$ cat src/hdl/threshold_connected_pair_counter_macros.svh
// Assertion macros used by the threshold connected-pair counter datapath.
// Needs nothing else; included inside module bodies.
`ifndef THRESHOLD_CONNECTED_PAIR_COUNTER_MACROS_SVH
`define THRESHOLD_CONNECTED_PAIR_COUNTER_MACROS_SVH

// The expression holds at every clock edge outside reset.
`define TCPC_ASSERT_HOLDS(label, clk, rst, expr) \
   label: assert property (@(posedge clk) disable iff (rst) (expr)) \
      else $error("tcpc check failed");

// The consequent holds in the cycle after the antecedent.
`define TCPC_ASSERT_NEXT(label, clk, rst, ante, cons) \
   label: assert property (@(posedge clk) disable iff (rst) (ante) |=> (cons)) \
      else $error("tcpc check failed");

`endif

$ cat src/hdl/tcpc_pkg.sv
// Types, codes and defaults of the threshold connected-pair counter.
// Depends on nothing; used by the controller, the datapath and the top level.
package tcpc_pkg;

   localparam int DEF_MAX_NODES   = 256;
   localparam int DEF_MAX_EDGES   = 256;
   localparam int DEF_MAX_QUERIES = 64;

   localparam logic [1:0] MODE_EDGE  = 2'd0;
   localparam logic [1:0] MODE_QUERY = 2'd1;
   localparam logic [1:0] MODE_RUN   = 2'd2;

   localparam logic [14:0] PAIR_MAX = 15'h7fff;

   typedef struct packed {
      logic [1:0]  mode;
      logic [7:0]  node_a;
      logic [7:0]  node_b;
      logic [15:0] edge_weight;
      logic [15:0] threshold;
   } req_type;

   typedef struct packed {
      logic [14:0] pair_count;
      logic [5:0]  query_index;
      logic        last;
   } rsp_type;

   typedef struct packed {
      logic load_edge;
      logic load_query;
      logic run_start;
      logic run_clear;
      logic q_latch;
      logic clr_step;
      logic e_latch;
      logic next_e;
      logic p_latch;
      logic sz_rd_b;
      logic mul;
      logic merge;
      logic emit;
      logic next_q;
   } cmd_type;

   typedef struct packed {
      logic query_empty;
      logic last_query;
      logic clr_done;
      logic edges_done;
      logic over_limit;
      logic at_root;
      logic phase_b;
      logic same_root;
      logic out_free;
   } sts_type;

endpackage

$ cat src/hdl/tcpc_ctrl.sv
// Controller of the threshold connected-pair counter: sequences loads and runs.
// Depends on tcpc_pkg for the command and status structs.
module tcpc_ctrl (
   input  logic              clock,
   input  logic              reset,
   input  logic              req_valid,
   output logic              req_stall,
   input  logic [1:0]        req_mode,
   input  tcpc_pkg::sts_type sts,
   output tcpc_pkg::cmd_type cmd
);
   import tcpc_pkg::*;

   localparam logic [3:0] ST_IDLE = 4'd0;
   localparam logic [3:0] ST_QRD  = 4'd1;
   localparam logic [3:0] ST_QLAT = 4'd2;
   localparam logic [3:0] ST_CLR  = 4'd3;
   localparam logic [3:0] ST_ERD  = 4'd4;
   localparam logic [3:0] ST_ELAT = 4'd5;
   localparam logic [3:0] ST_FRD  = 4'd6;
   localparam logic [3:0] ST_FLAT = 4'd7;
   localparam logic [3:0] ST_CMP  = 4'd8;
   localparam logic [3:0] ST_SZA  = 4'd9;
   localparam logic [3:0] ST_SZB  = 4'd10;
   localparam logic [3:0] ST_MUL  = 4'd11;
   localparam logic [3:0] ST_MRG  = 4'd12;
   localparam logic [3:0] ST_EMIT = 4'd13;

   logic [3:0] state_ff;
   logic [3:0] state_in;
   logic       accept;

   assign req_stall = (state_ff != ST_IDLE);
   assign accept    = req_valid && !req_stall;

   always_comb begin
      cmd      = '0;
      state_in = state_ff;
      unique case (state_ff)
         ST_IDLE: begin
            if (accept) begin
               unique case (req_mode)
                  MODE_EDGE: begin
                     cmd.load_edge = 1'b1;
                  end
                  MODE_QUERY: begin
                     cmd.load_query = 1'b1;
                  end
                  MODE_RUN: begin
                     cmd.run_start = 1'b1;
                     if (sts.query_empty) begin
                        cmd.run_clear = 1'b1;
                     end else begin
                        state_in = ST_QRD;
                     end
                  end
                  default: begin
                  end
               endcase
            end
         end
         ST_QRD: begin
            state_in = ST_QLAT;
         end
         ST_QLAT: begin
            cmd.q_latch = 1'b1;
            state_in    = ST_CLR;
         end
         ST_CLR: begin
            cmd.clr_step = 1'b1;
            if (sts.clr_done) begin
               state_in = ST_ERD;
            end
         end
         ST_ERD: begin
            state_in = sts.edges_done ? ST_EMIT : ST_ELAT;
         end
         ST_ELAT: begin
            if (sts.over_limit) begin
               cmd.next_e = 1'b1;
               state_in   = ST_ERD;
            end else begin
               cmd.e_latch = 1'b1;
               state_in    = ST_FRD;
            end
         end
         ST_FRD: begin
            state_in = ST_FLAT;
         end
         ST_FLAT: begin
            cmd.p_latch = 1'b1;
            state_in    = (sts.at_root && sts.phase_b) ? ST_CMP : ST_FRD;
         end
         ST_CMP: begin
            if (sts.same_root) begin
               cmd.next_e = 1'b1;
               state_in   = ST_ERD;
            end else begin
               state_in = ST_SZA;
            end
         end
         ST_SZA: begin
            state_in = ST_SZB;
         end
         ST_SZB: begin
            cmd.sz_rd_b = 1'b1;
            state_in    = ST_MUL;
         end
         ST_MUL: begin
            cmd.mul  = 1'b1;
            state_in = ST_MRG;
         end
         ST_MRG: begin
            cmd.merge  = 1'b1;
            cmd.next_e = 1'b1;
            state_in   = ST_ERD;
         end
         ST_EMIT: begin
            if (sts.out_free) begin
               cmd.emit   = 1'b1;
               cmd.next_q = 1'b1;
               if (sts.last_query) begin
                  cmd.run_clear = 1'b1;
                  state_in      = ST_IDLE;
               end else begin
                  state_in = ST_QRD;
               end
            end
         end
         default: begin
            state_in = ST_IDLE;
         end
      endcase
   end

   always_ff @(posedge clock) begin
      if (reset) begin
         state_ff <= ST_IDLE;
      end else begin
         state_ff <= state_in;
      end
   end
endmodule

$ cat config.mk
export PLATFORM = sky130hd
export DESIGN_NAME = tcpc_ctrl
export DESIGN_NICKNAME = d
export VERILOG_FILES = /design/src/hdl/threshold_connected_pair_counter_macros.svh /design/src/hdl/tcpc_pkg.sv /design/src/hdl/tcpc_ctrl.sv
export SDC_FILE = /design/constraint.sdc
export NUM_CORES = 1
export LEC_CHECK = 0
export BUFFER_PORTS_ARGS = -buffer_cell sky130_fd_sc_hd__buf_2
export CORE_MARGIN = 10
export CORE_UTILIZATION = 35
export CTS_CLUSTER_SIZE = 25
export DETAILED_ROUTE_END_ITERATION = 6
export PLACE_DENSITY = 0.66
export SYNTH_ARGS = -nofsm -noshare
export SYNTH_HDL_FRONTEND = slang
export SYNTH_SLANG_ARGS = --single-unit
$ cat constraint.sdc
create_clock -name clock -period 1.3 [get_ports clock]
set_input_delay 0.26 -clock clock [delete_from_list [all_inputs] [get_ports clock]]
set_output_delay 0.26 -clock clock [all_outputs]
set_load 0.02 [all_outputs]
==> out/metrics.cfg <==
[hold_path]
min_to = state_ff[3]
hold_class = in2reg
hp-start = reset
hold-path-cell-count = 2

[synth]
synth_area_um2 = 515
synth_cell_types = 36
synth-edff-count = 0
avgSynthCellArea_um2 = 7.93
synth_area_leaders = dfxtp_1 16%, buf_6 6.6%, nor3_1 5.8%, nand2_4 4.4%, a31oi_1 3.6%
postSynthCellCount = 65
synth_fp_nets = 79
synth_top_area_frac = 0.155
synthFlopType = dfxtp_1
yosysWarnings = 0
synth_top_cell_by_area = dfxtp_1
ys_seq_area_frac = 0.155
synthArstFlopShare = 0
synth-seq-cells = 4

[sta]
slew_violations = 0
hold_viol = 0
setup_slack_ns = -0.335
rsz0062_at_grt = yes
slew_headroom = 0.791
fmax_mhz = 611
skew_ns = 0.00171
fin_setup_tns_ns = -3.82
period_needed_ns = 1.64
worst_slew_pin_slew_ns = 0.313
post-route-period-util = 1.26
setup_viol_count_final = 18

[setup_path]
crit_path_max_incr_delay_ns = 0.37
worst_setup_path_end_kind = flop
timing.rr.start = state_ff[2]
worst_r2r_path_depth = 7
cp_data_arrival_time_ns = 1.79
cp_max_fo = 6
worstPathRequired_ns = 1.45
crit_chain = buf_4, buf_6, buf_4, and4bb_2, o21ai_2, nand2_1, o32ai_2
reg2reg_slack_ns = -0.34
cpMostUsedCell = buf_4
start_kind = flop
crit_type = reg2reg
cpMaxStageDelayCell = dfxtp_4
reg2reg_to = state_ff[2]

[die]
rows = 13
core_area_um2 = 1350
die_w_um = 58.4
dieArea_um2 = 3410
chipHeight_um = 58.4
io_pins = 29
initial_core_util = 0.382

[finish]
drive_above_1_share = 0.772
syn2layout_area_growth_pct = 133
reg_top3 = state_ff (4)
largest-register = state_ff
mostFrequentLayoutCells = 27 x buf_4, 24 x buf_6, 14 x buf_2
final_common_cell = buf_4
diodes = 0
nFillCells = 65
nets = 143
largest_register_ffs = 4

[power_and_ir_drop]
internal_power_w = 0.000533
power-per-cell-area_nw_per_um2 = 736
switchingPower_w = 0.000350
pwr-share-seq = 0.176
p_clk_frac = 0.209
p_comb_frac = 0.615
p_sw_frac = 0.396
cellLeakagePower_nw = 0.573
p_total_w = 0.000883
vdd_drop_max_mv = 0.698

[clock_network]
clockRootBuffer = clkbuf_4
cts_tree = done
cts-buffers-inserted = 3
clock_latency_ns = 0.26
path_clk_slew_ns = 0.05
cts_num_sinks = 4
cts_buffer_depth = 2
htreeDepth = 1

[flow_run]
maxCapViolations = 0

[status]
violations = setup timing
status = finished with violations

[routing]
drt-initial-drc-count = 16
drt_pass1_iterations = 4
avgRoutedWirePerCell_um = 18.7
route.vias.total = 823
drc = 0
ant_nets = 0
route.detailed.vias_per_inst = 5.80
wl_um = 2660

[global_route]
grt_antenna_before_repair = 0
grt_usage = 0.134
grt_pass1_vias = 807
grt_pass1_wl_um = 3700
overflow = 0
grt_max_degree = 8

[place]
dp_hpwl_um = 1500
dpl_worst_slack_ns = -0.158
gp_congestion = 0.878
port_buffers = 28

## power groups by stage
stage | combinational [W] | sequential [W] | clock (W)
after detailed placement | 0.000341 | 0.000157 | 0
after global placement | 0.000337 | 0.000156 | 0
after global routing | 0.000571 | 0.000157 | 0.000190
final | 0.000543 | 0.000156 | 0.000185
after CTS | 0.000428 | 0.000159 | 0.000169
after floorplan | 0.000200 | 0.000151 | 0
## how the worst max path moves through the flow
stage	startpoint	endpoint	slack [ns]	cells after the start
global route	state_ff[2]	state_ff[2]	-0.37	7
floorplan	state_ff[1]	cmd[10]	-0.18	5
global placement	state_ff[2]	cmd[10]	-0.11	5
CTS	state_ff[3]	cmd[10]	-0.27	5
detailed placement	state_ff[2]	cmd[10]	-0.16	5
finish	state_ff[2]	state_ff[2]	-0.34	7
## synth_stat cells (2+ instances only)
cell	n
nor3_1	6
nor2_1	5
dfxtp_1	4
a21oi_1	3
a31oi_1	3
buf_6	3
nand2_1	3
nand2b_1	3
nand3_1	3
buf_4	2
nand2_4	2
o21a_1	2
o21ai_0	2
o21ai_1	2
## layer usage
metal | part of all wire | vias to the layer above | global-route usage
met5 | 0 | - | 0
met4 | 0.033 | 0 | 0.0805
met3 | 0.074 | 10 | 0.0472
met2 | 0.49 | 37 | 0.219
met1 | 0.40 | 400 | 0.146
li1 | - | 376 | -
## timing repair
action | CTS | global route
gates resized for setup | 43 | 18
setup buffers | 13 | 8
hold buffers | 0 | 0
setup endpoints to repair | 17 | 19
pin swaps | 14 | 15
## logic make-up (layout without fill, tap and decap cells)
kind of cell | after synthesis | in the layout | share of synthesized area
AO/OA/AOI/OAI | 20 | 20 | 0.289
flip-flops | 4 | 4 | 0.155
buffers and inverters | 7 | 69 | 0.112
AND/OR/NAND/NOR | 34 | 34 | 0.444
## cell type report
class,count,area (um2),share of cell area
repair buffers,65,543,0.453
multi-input cells,54,517,0.431
flip-flops and latches,4,95.1,0.0792
clock buffers,3,22.5,0.0188
well taps,15,18.8,0.0156
inverters,1,3.75,0.00313
## metrics by stage
stage	hold slack [ns]	utilization	cell area, um2	cells
6_report	0.264	0.889	1200	142
5_1_grt	0.267	0.889	1200	142
4_1_cts	0.249	0.787	1060	134
3_5_place_dp	0.499	0.592	800	118
3_3_place_gp	0.494	0.592	800	118
2_1_floorplan	0.322	-	582	65
## critical path: cells and delay by family, from the launching register on
kind | cells | cell delay [ns]
AND/OR/NAND/NOR | 2 | 0.32
flip-flops | 1 | 0.37
buffers and inverters | 3 | 0.38
AO/OA/AOI/OAI | 2 | 0.47
(Power assumes the default switching activity.)
